===== config.mk =====
export PLATFORM = sky130hd
export DESIGN_NAME = fifo_queue_with_delete_by_key
export DESIGN_NICKNAME = d
export VERILOG_FILES = /design/src/rtl/core/fqdk_pkg.sv /design/src/rtl/core/fqdk_ram.sv /design/src/rtl/core/fqdk_ctrl.sv /design/src/rtl/core/fifo_queue_with_delete_by_key.sv
export SDC_FILE = /design/constraint.sdc
export NUM_CORES = 2
export LEC_CHECK = 0
export BUFFER_PORTS_ARGS = -buffer_cell sky130_fd_sc_hd__buf_2
export CORE_ASPECT_RATIO = 1.2
export CORE_MARGIN = 4
export CORE_UTILIZATION = 60
export DETAILED_ROUTE_END_ITERATION = 10
export GPL_TIMING_DRIVEN = 0
export PLACE_DENSITY = 0.81
export SYNTH_ARGS = -nofsm -noshare
export SYNTH_HDL_FRONTEND = slang
export SYNTH_HIERARCHICAL = 1
export SYNTH_SLANG_ARGS = --single-unit

===== constraint.sdc =====
create_clock -name clk_i -period 10.66 [get_ports clk_i]
set_input_delay 1.066 -clock clk_i [delete_from_list [all_inputs] [get_ports clk_i]]
set_output_delay 1.066 -clock clk_i [all_outputs]
set_load 0.005 [all_outputs]

===== src/rtl/core/fqdk_pkg.sv =====
// ----------------------------------------------------------------------------
// fqdk_pkg
// shared types, constants and slot arithmetic for the keyed fifo queue
// ----------------------------------------------------------------------------
package fqdk_pkg;

  localparam int QUEUE_DEPTH = 16;
  localparam int IDX_W       = $clog2(QUEUE_DEPTH);
  localparam int OCC_W       = $clog2(QUEUE_DEPTH + 1);
  localparam int KEY_W       = 24;
  localparam int PAY_W       = 64;
  localparam int CNT_W       = 5;

  typedef logic [IDX_W-1:0] idx_t;
  typedef logic [IDX_W:0]   idx_sum_t;
  typedef logic [OCC_W-1:0] occ_t;
  typedef logic [KEY_W-1:0] key_t;
  typedef logic [PAY_W-1:0] pay_t;
  typedef logic [CNT_W-1:0] cnt_t;

  typedef enum logic [1:0] {
    ACT_ENQ = 2'd0,
    ACT_DEQ = 2'd1,
    ACT_DEL = 2'd2,
    ACT_DUP = 2'd3
  } action_e;

  typedef enum logic [1:0] {
    ST_OK       = 2'd0,
    ST_FULL     = 2'd1,
    ST_EMPTY    = 2'd2,
    ST_NOTFOUND = 2'd3
  } status_e;

  // one stored entry
  typedef struct packed {
    key_t key;
    pay_t pay;
  } ent_t;

  localparam int ENT_W = $bits(ent_t);

  // one result transaction
  typedef struct packed {
    status_e status;
    logic    match;
    key_t    key;
    pay_t    pay;
    cnt_t    count;
  } res_t;

  // request to the two entry banks
  typedef struct packed {
    logic [1:0] we;
    idx_t       waddr;
    ent_t       wdata;
    idx_t       raddr;
  } ram_req_t;

  // (head + off) wrapped at the queue depth, both operands below the depth
  function automatic idx_t slot_of(idx_t head, idx_t off);
    idx_sum_t s;
    s = {1'b0, head} + {1'b0, off};
    if (s >= idx_sum_t'(QUEUE_DEPTH)) begin
      s = s - idx_sum_t'(QUEUE_DEPTH);
    end
    return idx_t'(s);
  endfunction

endpackage


===== src/rtl/core/fqdk_ram.sv =====
// ----------------------------------------------------------------------------
// fqdk_ram
// generic single write port, single read port ram with registered read
// ----------------------------------------------------------------------------
module fqdk_ram #(
  parameter int Width = 8,
  parameter int Depth = 16
) (
  input  logic                     clk_i,
  input  logic                     we_i,
  input  logic [$clog2(Depth)-1:0] waddr_i,
  input  logic [Width-1:0]         wdata_i,
  input  logic [$clog2(Depth)-1:0] raddr_i,
  output logic [Width-1:0]         rdata_o
);

  logic [Width-1:0] mem [Depth];
  logic [Width-1:0] rdata_q;

  always_ff @(posedge clk_i) begin
    if (we_i) begin
      mem[waddr_i] <= wdata_i;
    end
    rdata_q <= mem[raddr_i];
  end

  assign rdata_o = rdata_q;

endmodule


===== src/rtl/core/fqdk_ctrl.sv =====
// ----------------------------------------------------------------------------
// fqdk_ctrl
// sequencer: queue pointers, bank select and the entry walk with one comparator
// ----------------------------------------------------------------------------
module fqdk_ctrl (
  input  logic               clk_i,
  input  logic               rst_ni,
  input  logic               acc_i,
  output logic               busy_o,
  input  fqdk_pkg::action_e  action_i,
  input  fqdk_pkg::key_t     key_i,
  input  fqdk_pkg::pay_t     pay_i,
  output fqdk_pkg::ram_req_t ram_o,
  input  fqdk_pkg::ent_t     rdata0_i,
  input  fqdk_pkg::ent_t     rdata1_i,
  output logic               res_vld_o,
  output fqdk_pkg::res_t     res_o,
  input  logic               out_free_i
);

  typedef enum logic [1:0] {
    S_IDLE,
    S_SCAN,
    S_DONE
  } state_e;

  state_e            state_q, state_d;
  fqdk_pkg::idx_t    head_q, head_d;
  fqdk_pkg::occ_t    occ_q, occ_d;
  logic              bank_q, bank_d;
  fqdk_pkg::action_e act_q, act_d;
  fqdk_pkg::key_t    key_q, key_d;
  fqdk_pkg::occ_t    idx_q, idx_d;
  fqdk_pkg::occ_t    lim_q, lim_d;
  logic              pend_q, pend_d;
  fqdk_pkg::occ_t    kept_q, kept_d;
  logic              found_q, found_d;
  fqdk_pkg::res_t    res_q, res_d;

  logic              issue;
  logic              hit;
  fqdk_pkg::ent_t    rent;

  assign rent  = bank_q ? rdata1_i : rdata0_i;
  assign hit   = (rent.key == key_q);
  assign issue = (idx_q != lim_q);

  always_comb begin
    state_d = state_q;
    head_d  = head_q;
    occ_d   = occ_q;
    bank_d  = bank_q;
    act_d   = act_q;
    key_d   = key_q;
    idx_d   = idx_q;
    lim_d   = lim_q;
    pend_d  = pend_q;
    kept_d  = kept_q;
    found_d = found_q;
    res_d   = res_q;

    ram_o.we    = 2'b00;
    ram_o.waddr = fqdk_pkg::slot_of(head_q, fqdk_pkg::idx_t'(occ_q));
    ram_o.wdata.key = key_i;
    ram_o.wdata.pay = pay_i;
    ram_o.raddr = fqdk_pkg::slot_of(head_q, fqdk_pkg::idx_t'(idx_q));

    case (state_q)
      S_IDLE: begin
        if (acc_i) begin
          act_d        = action_i;
          key_d        = key_i;
          idx_d        = '0;
          pend_d       = 1'b0;
          kept_d       = '0;
          found_d      = 1'b0;
          lim_d        = occ_q;
          res_d.status = fqdk_pkg::ST_OK;
          res_d.match  = 1'b0;
          res_d.key    = '0;
          res_d.pay    = '0;
          res_d.count  = fqdk_pkg::cnt_t'(occ_q);
          state_d      = S_DONE;
          case (action_i)
            fqdk_pkg::ACT_ENQ: begin
              if (occ_q == fqdk_pkg::occ_t'(fqdk_pkg::QUEUE_DEPTH)) begin
                res_d.status = fqdk_pkg::ST_FULL;
              end else begin
                ram_o.we[bank_q] = 1'b1;
                occ_d            = occ_q + fqdk_pkg::occ_t'(1);
                res_d.count      = fqdk_pkg::cnt_t'(occ_q + fqdk_pkg::occ_t'(1));
              end
            end
            fqdk_pkg::ACT_DEQ: begin
              if (occ_q == '0) begin
                res_d.status = fqdk_pkg::ST_EMPTY;
              end else begin
                lim_d   = fqdk_pkg::occ_t'(1);
                state_d = S_SCAN;
              end
            end
            fqdk_pkg::ACT_DEL: begin
              if (occ_q == '0) begin
                res_d.status = fqdk_pkg::ST_EMPTY;
              end else begin
                state_d = S_SCAN;
              end
            end
            default: begin
              if (occ_q != '0) begin
                state_d = S_SCAN;
              end
            end
          endcase
        end
      end

      S_SCAN: begin
        // read of entry idx is issued here, compared in the next cycle
        if (issue) begin
          idx_d = idx_q + fqdk_pkg::occ_t'(1);
        end
        pend_d = issue;

        if (pend_q) begin
          case (act_q)
            fqdk_pkg::ACT_DEQ: begin
              res_d.key = rent.key;
              res_d.pay = rent.pay;
            end
            fqdk_pkg::ACT_DEL: begin
              if (hit) begin
                found_d = 1'b1;
              end else begin
                // survivors are packed from slot 0 of the other bank
                ram_o.we[~bank_q] = 1'b1;
                ram_o.waddr       = fqdk_pkg::idx_t'(kept_q);
                ram_o.wdata       = rent;
                kept_d            = kept_q + fqdk_pkg::occ_t'(1);
              end
            end
            default: begin
              if (hit) begin
                found_d = 1'b1;
              end
            end
          endcase
        end

        if (!issue && !pend_q) begin
          state_d = S_DONE;
          case (act_q)
            fqdk_pkg::ACT_DEQ: begin
              occ_d       = occ_q - fqdk_pkg::occ_t'(1);
              head_d      = (occ_q == fqdk_pkg::occ_t'(1)) ? '0 :
                            fqdk_pkg::slot_of(head_q, fqdk_pkg::idx_t'(1));
              res_d.count = fqdk_pkg::cnt_t'(occ_q - fqdk_pkg::occ_t'(1));
            end
            fqdk_pkg::ACT_DEL: begin
              if (found_q) begin
                bank_d      = ~bank_q;
                head_d      = '0;
                occ_d       = kept_q;
                res_d.count = fqdk_pkg::cnt_t'(kept_q);
              end else begin
                res_d.status = fqdk_pkg::ST_NOTFOUND;
              end
            end
            default: begin
              res_d.match = found_q;
            end
          endcase
        end
      end

      S_DONE: begin
        if (out_free_i) begin
          state_d = S_IDLE;
        end
      end

      default: begin
        state_d = S_IDLE;
      end
    endcase
  end

  always_ff @(posedge clk_i or negedge rst_ni) begin
    if (!rst_ni) begin
      state_q <= S_IDLE;
      head_q  <= '0;
      occ_q   <= '0;
      bank_q  <= 1'b0;
      act_q   <= fqdk_pkg::ACT_ENQ;
      key_q   <= '0;
      idx_q   <= '0;
      lim_q   <= '0;
      pend_q  <= 1'b0;
      kept_q  <= '0;
      found_q <= 1'b0;
      res_q   <= '0;
    end else begin
      state_q <= state_d;
      head_q  <= head_d;
      occ_q   <= occ_d;
      bank_q  <= bank_d;
      act_q   <= act_d;
      key_q   <= key_d;
      idx_q   <= idx_d;
      lim_q   <= lim_d;
      pend_q  <= pend_d;
      kept_q  <= kept_d;
      found_q <= found_d;
      res_q   <= res_d;
    end
  end

  assign busy_o    = (state_q != S_IDLE);
  assign res_vld_o = (state_q == S_DONE);
  assign res_o     = res_q;

endmodule


===== src/rtl/core/fifo_queue_with_delete_by_key.sv =====
// ----------------------------------------------------------------------------
// fifo_queue_with_delete_by_key
// circular fifo of keyed entries with dequeue, delete by key and key search
// ----------------------------------------------------------------------------
// every input transaction gives exactly one result transaction. enqueue writes
// its entry without a walk, and an action that finds the queue full or empty
// also goes straight to its result. dequeue reads the head entry; delete and
// duplicate check walk all stored entries (up to the depth of 16). the walk
// reads one entry per cycle through the single read port of the active bank
// and checks it with one key comparator.
// the block takes one input transaction at a time; in_stall_o stays high
// until its result has moved into the output register, which may still hold
// the previous result while the next transaction is taken. entries live in
// two banks: delete copies the surviving entries in order into the other bank
// and then swaps banks, so a delete that finds nothing leaves the queue as is.
// entry memories need no clearing after reset, only stored entries are read.
// ----------------------------------------------------------------------------
module fifo_queue_with_delete_by_key (
  input  logic        clk_i,
  input  logic        rst_ni,
  // input channel
  input  logic        in_valid_i,
  output logic        in_stall_o,
  input  logic [1:0]  action_i,
  input  logic [23:0] request_key_i,
  input  logic [63:0] payload_in_i,
  // output channel
  output logic        out_valid_o,
  input  logic        out_stall_i,
  output logic [1:0]  status_o,
  output logic        match_found_o,
  output logic [23:0] out_key_o,
  output logic [63:0] payload_out_o,
  output logic [4:0]  entry_count_o
);

  logic               busy;
  logic               acc;
  logic               res_vld;
  logic               out_free;
  fqdk_pkg::res_t     res;
  fqdk_pkg::ram_req_t ram_req;
  logic [fqdk_pkg::ENT_W-1:0] rdata0;
  logic [fqdk_pkg::ENT_W-1:0] rdata1;

  logic               out_valid_q;
  fqdk_pkg::res_t     out_q;

  // input transaction taken only while the sequencer is idle
  assign in_stall_o = busy;
  assign acc        = in_valid_i && !busy;

  // output register frees when empty or being drained this cycle
  assign out_free = !out_valid_q || !out_stall_i;

  fqdk_ctrl u_ctrl (
    .clk_i      (clk_i),
    .rst_ni     (rst_ni),
    .acc_i      (acc),
    .busy_o     (busy),
    .action_i   (fqdk_pkg::action_e'(action_i)),
    .key_i      (request_key_i),
    .pay_i      (payload_in_i),
    .ram_o      (ram_req),
    .rdata0_i   (fqdk_pkg::ent_t'(rdata0)),
    .rdata1_i   (fqdk_pkg::ent_t'(rdata1)),
    .res_vld_o  (res_vld),
    .res_o      (res),
    .out_free_i (out_free)
  );

  // two entry banks, swapped after a delete that removes something
  fqdk_ram #(
    .Width (fqdk_pkg::ENT_W),
    .Depth (fqdk_pkg::QUEUE_DEPTH)
  ) u_bank0 (
    .clk_i   (clk_i),
    .we_i    (ram_req.we[0]),
    .waddr_i (ram_req.waddr),
    .wdata_i (ram_req.wdata),
    .raddr_i (ram_req.raddr),
    .rdata_o (rdata0)
  );

  fqdk_ram #(
    .Width (fqdk_pkg::ENT_W),
    .Depth (fqdk_pkg::QUEUE_DEPTH)
  ) u_bank1 (
    .clk_i   (clk_i),
    .we_i    (ram_req.we[1]),
    .waddr_i (ram_req.waddr),
    .wdata_i (ram_req.wdata),
    .raddr_i (ram_req.raddr),
    .rdata_o (rdata1)
  );

  // output register, loaded when the sequencer finishes and the slot is free
  always_ff @(posedge clk_i or negedge rst_ni) begin
    if (!rst_ni) begin
      out_valid_q <= 1'b0;
      out_q       <= '0;
    end else begin
      if (out_free) begin
        out_valid_q <= res_vld;
        if (res_vld) begin
          out_q <= res;
        end
      end
    end
  end

  assign out_valid_o   = out_valid_q;
  assign status_o      = out_q.status;
  assign match_found_o = out_q.match;
  assign out_key_o     = out_q.key;
  assign payload_out_o = out_q.pay;
  assign entry_count_o = out_q.count;

endmodule

== After elaboration in Yosys (flattened, before gate mapping) ==
Memories as Yosys holds them, arrays and structs flattened. A register that Yosys moved wholly into a read port is not among the register bits.
Index checks and enable logic that the tools add are counted.
Word-level totals
  bits in writable memories: 2816
  bits of input ports: 94
  flip-flop bits (word level): 248
  output and inout port bits: 98
  memories kept: 2
  logic and storage cells: 162
Cells by class
  equal/unequal tests: 25
  reductions and logical operators: 32
  add/sub/neg operators: 10
  $lt $le $gt $ge: 7
  bitwise gates (word level): 1
  multiplexer cells: 63
Memory list
  u_bank0.mem: depth 16, width 88, read ports 1, clocked after memory_dff 1, wr ports 1, RTL line fqdk_ram.sv:17  | logic [Width-1:0] mem [Depth];
  u_bank1.mem: depth 16, width 88, read ports 1, clocked after memory_dff 1, wr ports 1, RTL line fqdk_ram.sv:17
Operators by type and width (number)
  94-bit two-way mux: 3
  88-bit two-way mux: 3
  96-bit one-hot mux with 2 select lines: 1
  96-bit two-way mux: 1
  92-bit two-way mux: 1
  5-bit two-way mux: 12
  5-bit one-hot mux with 2 select lines: 4
  24-bit == test: 1
  2-bit two-way mux: 11
  4-bit two-way mux: 5
  5-bit AND reduction: 4
  4-bit AND reduction: 4
  5-bit by 1-bit adder with 5-bit output (second input constant): 3
  5-bit >= comparator (second input constant): 3
  2-bit inequality test (second input constant): 7
  1-bit two-way mux: 12
  2-bit by 1-bit inequality test with 1-bit output (second input constant): 6
  2-bit one-hot mux with 2 select lines: 3
  4-bit by 1-bit subtractor with 4-bit output (second input constant): 3
  4-bit by 4-bit adder with 5-bit output: 2
  4-bit one-hot mux with 2 select lines: 1
  2-bit by 1-bit == test with 1-bit output (second input constant): 3
  2-bit == test (second input constant): 3
  2-bit one-hot mux with 3 select lines: 1
  23 further kinds: 41

== Depth between registers and ports, before layout ==
  word-level depth: 11
  gate-level depth with buffers: 12
  depth with buffers taken out: 8

== Hierarchy ==
Netlist, hierarchy kept.
Modules (own cells, without submodules)
  fqdk_ram: seq. area each 44042.2 sq um, area an instance 54354.6 sq um, times used 2, cells each 2256
  fqdk_ctrl: seq. area each 3653.5 sq um, area an instance 9003.6 sq um, times used 1, cells each 940
  fifo_queue_with_delete_by_key: seq. area each 2427.3 sq um, area an instance 3624.7 sq um, times used 1, cells each 207

== Least setup slack after synthesis ==
No wires, ideal clock.
  path kind: register to register
  from: register u_ctrl.bank_q
  to: memory u_bank0/mem[0][0] (netlist name), enable pin
  data required time: 10018 ps
  setup time: 642 ps
  arrival time: 8848 ps
  clock period less this slack: 9491 ps
  stages on the path, launching flop included: 13
  slack: 1169 ps
  buffers on the path: 4
  path through: dfrtp_1 > buf_6 > buf_6 > mux2i_2 > xnor2_1 > nor4_2 > nand4_2 > o21ai_4 > buf_6 > buf_8 > mux2_1 > or3b_1 > nor3_1
RTL lines
  from (decl): RTL line fqdk_ctrl.sv:30  | logic bank_q, bank_d;
  from (signal assigned): RTL line fqdk_ctrl.sv:206  | bank_q <= bank_d;
  to (decl): RTL line fqdk_ram.sv:17

==> results.cfg <==
[global_routing]
grt_antenna_before_repair = 26
gr-total-overflow = 0
grt_use_total_pct = 34.4
grt_pass1_vias = 68120
grt_max_degree = 107
grt_pass1_wl_mm = 505

[finish]
nets = 6486
postLayoutCoreUtil_pct = 69.4
area_delta_synth_final_pct = 14.9
drive_gt1_share_pct = 28.8
final_cells = 9277

[clock_tree]
cts_root_buffer = clkbuf_16
hold_buffers = 0
cts_buffers = 309
cts_max_level = 5
path_clk_slew_ns = 0.06
clk-insertion-delay-late_ns = 0.99
tritoncts = yes
clockBufferDepth = 4
cts-resized-gates = 0
postCtsSetupBuffers = 0
clock-sinks = 3235

[yosys]
synth_compound_area_share_pct = 3.03
synth_top_flop_cell = edfxtp_1
syn-cell-area_sq_um = 121000
yosysSeqAreaShare_pct = 77.6
syn-num-nets = 5773
synth_async_sr_flop_share_pct = 7.51
syn-instance-count = 5659
synthAdderAreaFrac_pct = 0.219
synth_cell_types = 59
yosys_warnings = 6
synth_top_family_by_area = multiplexers
synth-simple-area-share_pct = 1.74
synth_edf_count = 2816
synth_mux_area_share_pct = 15.7
postSynthAreaPerCell_sq_um = 21.4
synth_seq_cells = 3235
synth-xor-area-share_pct = 0.289

[timing]
timing.slew.headroom_pct = -5.77
holdWs_ns = 0.0446
setup_viol = 0
fmax_ghz = 0.133
rsz0062_at_grt = false
final_max_slew_viol_count = 11
setup-tns-final_ns = 0
tightest_slew_ns = 1.59
period_share_pct = 70.7
finalCriticalPeriod_ns = 7.54
clock_skew_ns = 0.0858
timing.final.hold_violations = 0

[power]
switching_share_pct = 33.5
p_seq_share_pct = 40.9
p_int_mw = 27.1
powerDensity_nw_per_um2 = 293
p_clk_share_pct = 27.1
power_frac_comb_pct = 31.9
ir_drop_mv = 0.266
p_sw_mw = 13.7
leakagePower_nw = 46.6

[setup_path]
critPathArrivalTime_ns = 8.18
r2r_end = u_bank1/mem[0][28]
r2r_start = u_ctrl/bank_q
crit_path_start_kind = flop
regToRegSetupSlack_ns = 3.12
startpoint = u_ctrl/bank_q
crit_path_frequent_cell = buf_6
cp.required_ns = 11.30
crit_chain = buf_6, buf_4, mux2i_1, xnor2_1, nor4_1, nand2_1, o21ai_4, buf_6, buf_8, mux2_1, or3b_1, nor3_2, buf_6, buf_8, buf_6, buf_6
critPathSlowestCell = o21ai_4
cp_max_fo = 11
cp-end-kind = flop
crit_type = flop to flop
max_stage_delay_ns = 0.99
reg2regPathDepth = 16
crit_end = u_bank1/mem[0][28]

[route]
drt-initial-drc-count = 11335
routed_via_density = 7.18
detail_route.wirelength_mm = 358
ant_nets = 0
drc = 0
dr.pass1.iters = 8
routedWlPerCell_um = 38.6
vias = 66612

[hold_path]
holdCritPathClass = primary input to asynchronous set/reset pin

[run_status]
status = complete, but fails checks
violations = capacitance limit, slew limit

[floorplanning]
dieArea_sq_um = 210000
die_h_um = 501
coreArea_sq_um = 201000
dieWidth_um = 419
start_util_pct = 60.4
rows = 180
num_io_pins = 192

[placement]
post-place-cells = 8699
post-dp-hpwl_mm = 210
port_buffers = 191
gp_congestion = 0.866

[flow_run]
maxCapViolCount = 1
worst min path at each step:
stage	from	to	slack, ns	depth (start not counted)
floorplan	u_ctrl/res_o[87]	u_ctrl/res_o[87]	0.44	2
global placement	u_ctrl/res_o[41]	u_ctrl/res_o[41]	0.46	2
detailed placement	u_ctrl/res_o[24]	u_ctrl/res_o[24]	0.47	2
CTS	rst_ni	u_ctrl/res_o[8]	0.0001	1
global route	rst_ni	u_ctrl/res_o[7]	0.04	1
finish	rst_ni	u_ctrl/res_o[8]	0.04	1
Yosys cell counts, types with 40 or more instances:
master / count / share of area (%)
o21ai_0: 108 / 0.45
mux2_1: 63 / 0.58
buf_1: 58 / 0.18
a22oi_1: 352 / 2.2
dfxtp_1: 176 / 2.9
dfrtp_1: 243 / 5.0
mux2_2: 169 / 1.6
edfxtp_1: 2816 / 70
buf_2: 53 / 0.22
nand2_1: 380 / 1.2
inv_1: 40 / 0.12
clkbuf_1: 137 / 0.42
mux4_2: 704 / 13
mux2i_1: 50 / 0.41
critical path: cells and delay by family (launching register included):
family	cells	cell delay, ns
mux	2	1.07
buf+inv	8	2.35
flops	1	0.37
compound gates	1	0.99
xor+xnor	1	0.28
simple gates	4	2.10
registers in the layout, summed over array words and instances, names as in the netlist, 4 cells and up:
name             cells
out_key_o           24
u_ctrl/res_o        92
payload_out_o       64
u_ctrl/key_q        24
u_ctrl/occ_q         4
u_ctrl/lim_q         5
u_ctrl/head_q        4
u_bank1/mem       1408
u_ctrl/idx_q         5
entry_count_o        5
u_bank0/mem       1408
u_bank0/rdata_o     88
u_bank1/rdata_o     88
u_ctrl/kept_q        5
metal layers:
| layer | track usage [%] | vias to the layer above | part of all wire (%) | routed length, um |
|---|---|---|---|---|
| li1 | - | 24739 | - | - |
| met1 | 40.6 | 33985 | 30 | 106000 |
| met2 | 55.5 | 6362 | 49 | 175000 |
| met3 | 10.3 | 1514 | 13 | 47600 |
| met4 | 22.2 | 12 | 8.2 | 29300 |
| met5 | 0 | - | 0.024 | 85 |
power by group through the flow:
stage | Combinational (mW) | Clock, mW | Sequential [mW]
6_report | 13.0 | 11.1 | 16.7
2_1_floorplan | 7.64 | 0 | 16.7
3_5_place_dp | 12.1 | 0 | 16.9
5_1_grt | 13.4 | 11.7 | 16.8
4_1_cts | 12.7 | 11.1 | 16.7
3_3_place_gp | 11.3 | 0 | 17.0
cell usage in the layout, fill, tap and decap left out, drive strengths merged, types with 15 or more instances in the layout:
cell      instances
clkinvlp         17
nand2           380
a22oi           352
xnor2            29
nor3             15
mux2            232
o31ai            30
clkbuf          537
mux2i            53
edfxtp         2816
clkinv          102
bufinv           28
diode            25
ha               18
mux4            704
dfxtp           176
dfrtp           243
inv              46
buf             574
nor2             38
o21ai           109
cells by family (layout without fill, tap and decap cells):
family | Yosys count | count (layout)
other cells | 0 | 25
buf+inv | 350 | 1304
flops | 3235 | 3235
xor+xnor | 40 | 40
simple gates | 501 | 501
fa+ha+maj | 20 | 20
compound gates | 524 | 524
mux | 989 | 989
through the flow:
step	cell area [sq um]	setup slack, ns	power (mW)
detailed placement	129000	2.86	29.0
global route	139000	3.27	41.9
CTS	139000	2.62	40.5
global placement	126000	-8.25	28.3
floorplan	121000	1.17	24.4
finish	139000	3.12	40.8
area by class of cell:
cell class / count / area [sq um]
Clock buffer: 399 / 8470
Inverter: 40 / 150
Clock inverter: 153 / 1500
Antenna cell: 25 / 62.6
Timing Repair Buffer: 402 / 4410
Tap cell: 2639 / 3300
Buffer: 310 / 1620
Fill cell: 10926 / 61400
Multi-Input combinational cell: 2074 / 25800
Sequential cell: 3235 / 94200
(Power assumes the default switching activity.)
